### src/sv/ppms_pkg.sv
package ppms_pkg;

    localparam int MAX_IMAGES = 16;
    localparam int IDX_W = $clog2(MAX_IMAGES);
    localparam int CNT_W = $clog2(MAX_IMAGES + 1);
    localparam int NUM_IMAGES_W = 5;
    localparam int PIX_W = 8;
    localparam int APB_ADDR_W = 3;
    localparam int APB_DATA_W = 32;

    localparam logic REG_NUM_IMAGES = 1'b0;

    typedef struct packed {
        logic [PIX_W-1:0] red_in;
        logic [PIX_W-1:0] green_in;
        logic [PIX_W-1:0] blue_in;
    } pixel_t;

    typedef struct packed {
        logic [PIX_W-1:0] red_median;
        logic [PIX_W-1:0] green_median;
        logic [PIX_W-1:0] blue_median;
    } median_t;

    typedef struct packed {
        logic             insert;
        logic [IDX_W-1:0] count;
        logic [IDX_W-1:0] rank;
    } lane_ctrl_t;

endpackage

### src/sv/per_pixel_median_stack.sv
// Temporal median over a stack of aligned RGB frames, one pixel position at a
// time. The pixel channel carries one frame's pixel per transaction; after
// num_images transactions the median channel delivers one RGB pixel whose
// channels are the upper medians of the collected values. Both channels use
// valid/stall handshakes; the APB port holds num_images at address 0, where
// 0 acts as 1 and values above 16 act as 16.
// Each color channel has its own sorted cell chain, so every accepted pixel
// is inserted into all three chains in parallel. When the last pixel of a set
// is accepted, the pixel channel stalls while the merge is pending, until the
// merge stage reads the middle cell of each chain into the output register;
// the result is registered there and turns valid when that register loads.
// If the receiver stalls, the result waits in the output register, and the
// next set is still collected; once that next set is complete, the pixel
// channel stalls until the waiting result is taken.
// Reset empties the chains, clears the output valid flag and sets num_images
// to 1. Sample storage itself is not cleared.
module per_pixel_median_stack (
    input  logic                            clk,
    input  logic                            rst_n,
    input  logic                            psel,
    input  logic                            penable,
    input  logic                            pwrite,
    input  logic [ppms_pkg::APB_ADDR_W-1:0] paddr,
    input  logic [ppms_pkg::APB_DATA_W-1:0] pwdata,
    output logic [ppms_pkg::APB_DATA_W-1:0] prdata,
    output logic                            pready,
    input  logic                            pixel_valid,
    output logic                            pixel_stall,
    input  ppms_pkg::pixel_t                pixel,
    output logic                            median_valid,
    input  logic                            median_stall,
    output ppms_pkg::median_t               median
);

    logic [ppms_pkg::NUM_IMAGES_W-1:0] num_images_reg;
    logic [ppms_pkg::IDX_W-1:0]        count_reg;
    logic [ppms_pkg::IDX_W-1:0]        count_next;
    logic [ppms_pkg::IDX_W-1:0]        rank_reg;
    logic [ppms_pkg::IDX_W-1:0]        rank_next;
    logic                              pend_reg;
    logic                              pend_next;
    logic [ppms_pkg::CNT_W-1:0]        n_eff;
    logic [ppms_pkg::CNT_W-1:0]        filled;
    logic                              accept;
    logic                              last;
    logic                              taken;
    ppms_pkg::lane_ctrl_t              ctrl;
    logic [ppms_pkg::PIX_W-1:0]        red_lane;
    logic [ppms_pkg::PIX_W-1:0]        green_lane;
    logic [ppms_pkg::PIX_W-1:0]        blue_lane;

    assign pready = 1'b1;

    always_comb
    begin
        prdata = '0;
        if (paddr[ppms_pkg::APB_ADDR_W-1] == ppms_pkg::REG_NUM_IMAGES)
        begin
            prdata = ppms_pkg::APB_DATA_W'(num_images_reg);
        end
    end

    always_ff @(posedge clk or negedge rst_n)
    begin
        if (!rst_n)
        begin
            num_images_reg <= ppms_pkg::NUM_IMAGES_W'(1);
        end
        else if (psel && penable && pwrite && pready
                 && paddr[ppms_pkg::APB_ADDR_W-1] == ppms_pkg::REG_NUM_IMAGES)
        begin
            num_images_reg <= pwdata[ppms_pkg::NUM_IMAGES_W-1:0];
        end
    end

    always_comb
    begin
        if (num_images_reg == '0)
        begin
            n_eff = ppms_pkg::CNT_W'(1);
        end
        else if (int'(num_images_reg) > ppms_pkg::MAX_IMAGES)
        begin
            n_eff = ppms_pkg::CNT_W'(ppms_pkg::MAX_IMAGES);
        end
        else
        begin
            n_eff = ppms_pkg::CNT_W'(num_images_reg);
        end
    end

    // A waiting merge would read the chains, so no new pixel goes in meanwhile.
    assign pixel_stall = pend_reg;
    assign accept      = pixel_valid && !pend_reg;
    assign filled      = ppms_pkg::CNT_W'(count_reg) + ppms_pkg::CNT_W'(1);
    assign last        = filled >= n_eff;

    always_comb
    begin
        count_next = count_reg;
        rank_next  = rank_reg;
        pend_next  = pend_reg;
        if (taken)
        begin
            pend_next = 1'b0;
        end
        if (accept)
        begin
            if (last)
            begin
                count_next = '0;
                rank_next  = ppms_pkg::IDX_W'(filled >> 1);
                pend_next  = 1'b1;
            end
            else
            begin
                count_next = filled[ppms_pkg::IDX_W-1:0];
            end
        end
    end

    always_ff @(posedge clk or negedge rst_n)
    begin
        if (!rst_n)
        begin
            count_reg <= '0;
            rank_reg  <= '0;
            pend_reg  <= 1'b0;
        end
        else
        begin
            count_reg <= count_next;
            rank_reg  <= rank_next;
            pend_reg  <= pend_next;
        end
    end

    assign ctrl.insert = accept;
    assign ctrl.count  = count_reg;
    assign ctrl.rank   = rank_reg;

    ppms_sort_lane u_red_lane (
        .clk    (clk),
        .ctrl   (ctrl),
        .sample (pixel.red_in),
        .median (red_lane)
    );

    ppms_sort_lane u_green_lane (
        .clk    (clk),
        .ctrl   (ctrl),
        .sample (pixel.green_in),
        .median (green_lane)
    );

    ppms_sort_lane u_blue_lane (
        .clk    (clk),
        .ctrl   (ctrl),
        .sample (pixel.blue_in),
        .median (blue_lane)
    );

    ppms_merge u_merge (
        .clk          (clk),
        .rst_n        (rst_n),
        .load         (pend_reg),
        .red_lane     (red_lane),
        .green_lane   (green_lane),
        .blue_lane    (blue_lane),
        .taken        (taken),
        .median_valid (median_valid),
        .median_stall (median_stall),
        .median       (median)
    );

    // A new result only ever comes from a pending merge.
    assert property (@(posedge clk) disable iff (!rst_n)
        $rose(median_valid) |-> $past(pend_reg))
        else $error("median_valid rose without a pending merge");

    // Completing a set always empties the chains.
    assert property (@(posedge clk) disable iff (!rst_n)
        pend_reg |-> count_reg == '0)
        else $error("chains not emptied while a merge is pending");

    // The middle index never goes past the first cell of the upper half of a full chain.
    assert property (@(posedge clk) disable iff (!rst_n)
        pend_reg |-> int'(rank_reg) <= ppms_pkg::MAX_IMAGES / 2)
        else $error("median rank out of range");

    // Accepting the last pixel of a set schedules a merge.
    assert property (@(posedge clk) disable iff (!rst_n)
        (accept && last) |=> pend_reg)
        else $error("last pixel of a set did not start a merge");

endmodule

### src/sv/ppms_sort_lane.sv
module ppms_sort_lane (
    input  logic                      clk,
    input  ppms_pkg::lane_ctrl_t      ctrl,
    input  logic [ppms_pkg::PIX_W-1:0] sample,
    output logic [ppms_pkg::PIX_W-1:0] median
);

    logic [ppms_pkg::PIX_W-1:0] cells_reg [ppms_pkg::MAX_IMAGES];
    logic [ppms_pkg::PIX_W-1:0] cells_next [ppms_pkg::MAX_IMAGES];
    logic [ppms_pkg::MAX_IMAGES-1:0] gt;

    // The chain is kept sorted ascending over its first count cells. Every cell
    // larger than the new sample moves up one place, and the sample drops into
    // the gap left below them.
    always_comb
    begin
        for (int i = 0; i < ppms_pkg::MAX_IMAGES; i++)
        begin
            gt[i] = (ppms_pkg::IDX_W'(i) < ctrl.count) && (cells_reg[i] > sample);
        end
        for (int i = 0; i < ppms_pkg::MAX_IMAGES; i++)
        begin
            cells_next[i] = cells_reg[i];
            if (ctrl.insert && (gt[i] || (ppms_pkg::IDX_W'(i) == ctrl.count)))
            begin
                if (i > 0 && gt[(i > 0) ? i - 1 : 0])
                begin
                    cells_next[i] = cells_reg[(i > 0) ? i - 1 : 0];
                end
                else
                begin
                    cells_next[i] = sample;
                end
            end
        end
    end

    always_ff @(posedge clk)
    begin
        for (int i = 0; i < ppms_pkg::MAX_IMAGES; i++)
        begin
            cells_reg[i] <= cells_next[i];
        end
    end

    assign median = cells_reg[ctrl.rank];

endmodule

### src/sv/ppms_merge.sv
module ppms_merge (
    input  logic                       clk,
    input  logic                       rst_n,
    input  logic                       load,
    input  logic [ppms_pkg::PIX_W-1:0] red_lane,
    input  logic [ppms_pkg::PIX_W-1:0] green_lane,
    input  logic [ppms_pkg::PIX_W-1:0] blue_lane,
    output logic                       taken,
    output logic                       median_valid,
    input  logic                       median_stall,
    output ppms_pkg::median_t          median
);

    logic              valid_reg;
    logic              valid_next;
    ppms_pkg::median_t data_reg;

    // The output register frees up either when it is empty or when its
    // transaction completes in this cycle.
    assign taken = load && (!valid_reg || !median_stall);

    always_comb
    begin
        valid_next = valid_reg;
        if (taken)
        begin
            valid_next = 1'b1;
        end
        else if (valid_reg && !median_stall)
        begin
            valid_next = 1'b0;
        end
    end

    always_ff @(posedge clk or negedge rst_n)
    begin
        if (!rst_n)
        begin
            valid_reg <= 1'b0;
        end
        else
        begin
            valid_reg <= valid_next;
        end
    end

    always_ff @(posedge clk)
    begin
        if (taken)
        begin
            data_reg.red_median   <= red_lane;
            data_reg.green_median <= green_lane;
            data_reg.blue_median  <= blue_lane;
        end
    end

    assign median_valid = valid_reg;
    assign median       = data_reg;

endmodule
### config.mk
export PLATFORM = sky130hd
export DESIGN_NAME = per_pixel_median_stack
export DESIGN_NICKNAME = d
export VERILOG_FILES = /design/src/sv/ppms_pkg.sv /design/src/sv/per_pixel_median_stack.sv /design/src/sv/ppms_sort_lane.sv /design/src/sv/ppms_merge.sv
export SDC_FILE = /design/constraint.sdc
export NUM_CORES = 1
export LEC_CHECK = 0
export BUFFER_PORTS_ARGS = -buffer_cell sky130_fd_sc_hd__buf_2
export CORE_UTILIZATION = 35
export DETAILED_ROUTE_END_ITERATION = 10
export GPL_ROUTABILITY_DRIVEN = 0
export PLACE_DENSITY = 0.6
export SLEW_MARGIN = 20
export SYNTH_ARGS = -nofsm -noshare
export SYNTH_HDL_FRONTEND = slang
export SYNTH_HIERARCHICAL = 1
export SYNTH_SLANG_ARGS = --single-unit
### constraint.sdc
create_clock -name clk -period 5.1 [get_ports clk]
set_clock_uncertainty 0.1 [all_clocks]
set_input_delay 0.765 -clock clk [delete_from_list [all_inputs] [get_ports clk]]
set_output_delay 0.765 -clock clk [all_outputs]
set_load 0.005 [all_outputs]
## Word-level counts from Yosys, hierarchy flattened

Memory sizes are Yosys's and may differ from the RTL's. A register that Yosys moved wholly into a read port is not among the register bits.
Index checks and enable logic that the tools add are counted.

| storage, ports and cells | value |
|---|---|
| output and inout bits | 59 |
| bits in writable memories | 384 |
| input port bits | 66 |
| flip-flop bits (word level) | 15 |
| memories kept | 3 |
| word-level logic and storage cells | 351 |

Memories:

| memory | depth | width | read ports | clocked after memory_dff | write ports | line | RTL |
|---|---|---|---|---|---|---|---|
| u_blue_lane.cells_reg | 16 | 8 | 17 | 1 | 16 | ppms_sort_lane.sv:8 | `logic [ppms_pkg::PIX_W-1:0] cells_reg [ppms_pkg::MAX_IMAGES];` |
| u_green_lane.cells_reg | 16 | 8 | 17 | 1 | 16 | ppms_sort_lane.sv:8 |  |
| u_red_lane.cells_reg | 16 | 8 | 17 | 1 | 16 | ppms_sort_lane.sv:8 |  |

| cells by class | value |
|---|---|
| reductions and logical operators | 158 |
| $add $sub $neg | 1 |
| eq/ne operators | 15 |
| mux-type cells | 102 |
| bitwise logic cells | 1 |
| $lt $le $gt $ge | 66 |

Operator list:

| kind | count |
|---|---|
| two-way mux 8 bit | 93 |
| > comparator 8 bit | 48 |
| logical AND 1 bit | 102 |
| logical OR 1 bit | 49 |
| == test 4 bit, first input constant | 8 |
| less-than comparator 4 bit, first input constant | 8 |
| == test 3 x 4 -> 1 bit, first input constant | 4 |
| less-than comparator 3 x 4 -> 1 bit, first input constant | 4 |
| two-way mux 5 bit | 3 |
| == test 2 x 4 -> 1 bit, first input constant | 2 |
| less-than comparator 1 x 4 -> 1 bit, first input constant | 2 |
| less-than comparator 2 x 4 -> 1 bit, first input constant | 2 |
| adder 4 x 1 -> 5 bit, second input constant | 1 |
| >= comparator 5 bit | 1 |
| > comparator 5 bit, second input constant | 1 |
| logical NOT 5 bit | 1 |
| two-way mux 1 bit | 5 |
| == test 1 x 4 -> 1 bit, first input constant | 1 |
| logical NOT 4 bit | 1 |
| two-way mux 4 bit | 1 |
| logical NOT 1 bit | 3 |
| AND reduction 2 bit | 1 |
| nonzero test 2 bit | 1 |
| inverter 1 bit | 1 |

## Depth between registers and ports, before layout

| logic depth | value |
|---|---|
| depth after elaboration | 6 |
| depth in mapped cells | 8 |
| depth with buffers taken out | 8 |

## By module

The synthesis kept the hierarchy.

Modules (own cells, without submodules):

| module | cells an instance | times used | sequential area each (µm²) | area an instance (µm²) |
|---|---|---|---|---|
| ppms_sort_lane at u_blue_lane | 674 | 1 | 3843.7 | 9419.0 |
| ppms_sort_lane at u_green_lane | 674 | 1 | 3843.7 | 9381.5 |
| ppms_sort_lane at u_red_lane | 678 | 1 | 3843.7 | 9366.5 |
| per_pixel_median_stack | 107 | 1 | 351.6 | 1053.5 |
| ppms_merge | 27 | 1 | 745.7 | 764.5 |

## Worst setup path after synthesis

Ideal clock, no wire load.

| path | value |
|---|---|
| path kind | input to register |
| from | input pixel[5] in the netlist's numbering |
| to | memory u_blue_lane/cells_reg[12][0] in the netlist's numbering (enable) |
| stages | 8 |
| library setup time | 0.385 ns |
| setup slack | 1.733 ns |
| arrival time | 2.882 ns |
| required time | 4.615 ns |
| buffers on the path | 1 |
| path through | clkbuf_1 inv_1 ha_1 nand4_1 nor2_1 nor3_1 o31ai_4 a21boi_0 |

RTL lines:

| what | line | RTL |
|---|---|---|
| start, declared | per_pixel_median_stack.sv:29 | `input ppms_pkg::pixel_t pixel,` |
| end, declared | ppms_sort_lane.sv:8 |  |

==> out/results.txt <==
Top-count cell post-synth: edfxtp_1
Worst slew margin: 0.2990
Final setup violating endpoints: 0
Area of the multi-input gates: 16530 µm²
Mapped Cells: 2160
Worst hold path class: input pin to flop
Yosys warns: 6
Drt total wl: 85.98 mm
Storage element area: 12640 µm²
Max Freq: 277.9 MHz
PwrDens: 414.9 nW/µm²
Longest Clk Path Bufs: 3
Root Driver: clkbuf_16
Max VDD drop: 0.0003048 V
Synthesized area: 29990 µm²
DP HPWL: 60.53 mm
Initial core utilization: 0.3560
GRT Overall Usage: 0.1974
# IOs: 125
Vias in the first global route: 20892
RSZ-0062 raised after global routing: false
Synthesis-stage register bit count: 423
CTS H-Tree Depth: 2
Largest net degree at the start of global routing: 54
Worst Setup Path Type: input pin to flop
Final net count: 2696
Worst-Margin Slew: 1.051 ns
Status: completed
P&R area growth vs syn: 11.23%
Period utilization: 0.7055
Period minus WS final: 3.598 ns
# clock sinks: 423
Initial antenna violation count: 1
Reg-to-reg setup timing slack: 1.67 ns
Cell Area, Placed: 31620 µm²
Fill count: 7837
Area leader, netlist: edfxtp_1
Part of the Yosys area used for sequential elements: 0.4212
Clock Latency Late Sink: 0.64 ns
TritonCTS Buffers: 51
GR Overflow Total: 0
Syn_area_per_cell: 13.88 µm²
Clk pin slew, worst setup/hold paths: 0.06 ns
CP startpoint kind: input pin
Worst Setup End Kind: flop
Final instance area: 33350 µm²
Vias per inst: 5.883
Top post-synthesis cells by count: 408 x edfxtp_1, 366 x ha_1, 315 x mux2_2, 123 x a21oi_1, 95 x nor2_1
Critical Path AT: 3.71 ns
PortBufs: 67
WP data required: 5.21 ns
Static Leak: 12.19 nW
Ys flop type: edfxtp_1
Ys async rst share: 0.03546
Layout cells sized above 1: 0.2878
Row count: 106
First-pass GRT wire length: 129.6 mm
Iteration-0 DRC Markers: 1671
Final hold vios: 0
Post-CTS setup buffer count: 0
Die ar.: 86850 µm²
Core area: 84220 µm²
Via count: 20231
Final ANT Viol Nets: 0
CTS tree: yes
DRT Pass-1 Iters: 5
Pins Over Slew Limit: 0
Die width: 294.7 µm
Main area contributors after synthesis: edfxtp_1 41%, ha_1 15%, mux2_2 12%
Total negative slack: 0 ns
Worst-path fanout max: 17
Detailed-route wire length per cell: 25.00 µm
Max-cap violations: 0
DRC viols: 0
Yosys cell types: 59
Height of the die: 294.7 µm
EDFF count, synth: 408
Top cell type's share of synthesized area: 0.4086
==> final timing paths <==
check / cells past startpoint / to / from
max: 8 / u_red_lane/cells_reg[14][0] / pixel[17]
min: 2 / num_images_reg[1] / pwdata[1]
max reg2reg: 4 / u_red_lane/cells_reg[14][0] / pixel_stall
min reg2reg: 1 / num_images_reg[4] / num_images_reg[4]
max in group asynchronous: 2 / num_images_reg[0] / rst_n
min in group asynchronous: 2 / u_merge/median_valid / rst_n
==> stage by stage <==
step | total power [W] | hold WS [ns] | utilization | setup slack (ns) | std cells
4_1_cts | 0.01389 | 0.2864 | 0.3959 | 1.460 | 3437
3_5_place_dp | 0.01009 | 0.4585 | 0.3754 | 0.7739 | 3343
5_1_grt | 0.01442 | 0.3043 | 0.3960 | 1.355 | 3438
3_3_place_gp | 0.009936 | 0.4209 | 0.3753 | 0.8756 | 3343
6_report | 0.01384 | 0.3136 | 0.3960 | 1.502 | 3439
2_1_floorplan | 0.008497 | 0.3694 | - | 1.733 | 2186
==> power by group <==
| group | total [W] | switching, W | internal, W |
|---|---|---|---|
| clock | 0.00375 | 0.00156 | 0.00219 |
| combinational | 0.00493 | 0.00264 | 0.00228 |
| sequential | 0.00516 | 0.000630 | 0.00453 |
| total | 0.0138 | 0.00484 | 0.00900 |
==> area by class of cell <==
type                    count  area share
diodes                      1  0.00007503
clock buffers              56     0.03973
clock inverters            37     0.01174
inverters                  74    0.008328
multi-input cells        1594      0.4958
flip-flops and latches    423      0.3790
well taps                1134     0.04254
repair buffers            120     0.02281
==> routing by layer <==
layer | vias to the layer above | global-route usage | routed length [µm]
li1 | 8940 | - | -
met1 | 10399 | 0.2583 | 36580
met2 | 745 | 0.3367 | 41790
met3 | 147 | 0.02858 | 5331
met4 | 0 | 0.05831 | 2272
met5 | - | 0 | 0
==> layout by cell type, fill, tap and decap left out, types with 4 or more instances in the layout <==
master	Yosys	final
a211oi_1	42	42
a21boi_0	30	14
a21boi_1	3	19
a21oi_1	123	123
and2_1	6	6
buf_2	18	67
buf_4	31	49
bufinv_16	0	6
clkbuf_16	0	51
clkinv_1	0	7
clkinv_2	0	16
clkinvlp_4	0	4
conb_1	2	28
dfrtp_1	14	8
dfrtp_2	0	4
edfxtp_1	408	408
ha_1	366	366
inv_1	74	74
mux2_1	50	50
mux2_2	315	315
mux2_4	4	4
mux4_1	50	50
mux4_2	69	69
nand2_1	59	59
nand3_1	7	7
nand4_1	84	84
nor2_1	95	95
nor2b_1	61	61
nor3_1	8	7
o211ai_1	48	48
o21ai_0	51	51
o221a_2	7	7
o31ai_4	43	43
==> kinds of logic (layout without fill, tap and decap cells) <==
| group | after synthesis | in the layout | share of synthesized area |
|---|---|---|---|
| compound gates | 368 | 368 | 0.09998 |
| xor+xnor | 2 | 2 | 0.0005843 |
| fa+ha+maj | 366 | 366 | 0.1527 |
| buf+inv | 169 | 287 | 0.03109 |
| flops | 423 | 423 | 0.4212 |
| mux | 489 | 489 | 0.2356 |
| other cells | 2 | 29 | 0.0002505 |
| simple gates | 341 | 341 | 0.05867 |
==> critical path, stage by stage <==
cell and delay, ns:
buf_2 0.41, inv_1 0.60, ha_1 0.52, nor2b_1 0.14, o211ai_1 0.09, a21oi_1 0.23
o31ai_4 0.17, a21oi_1 0.77
==> repair_timing <==
item	4_1_cts	5_1_grt
hold buffers	1	0
resized for setup	0	0
hold endpoints to repair	14	0
Power figures use the tool's default switching activity.
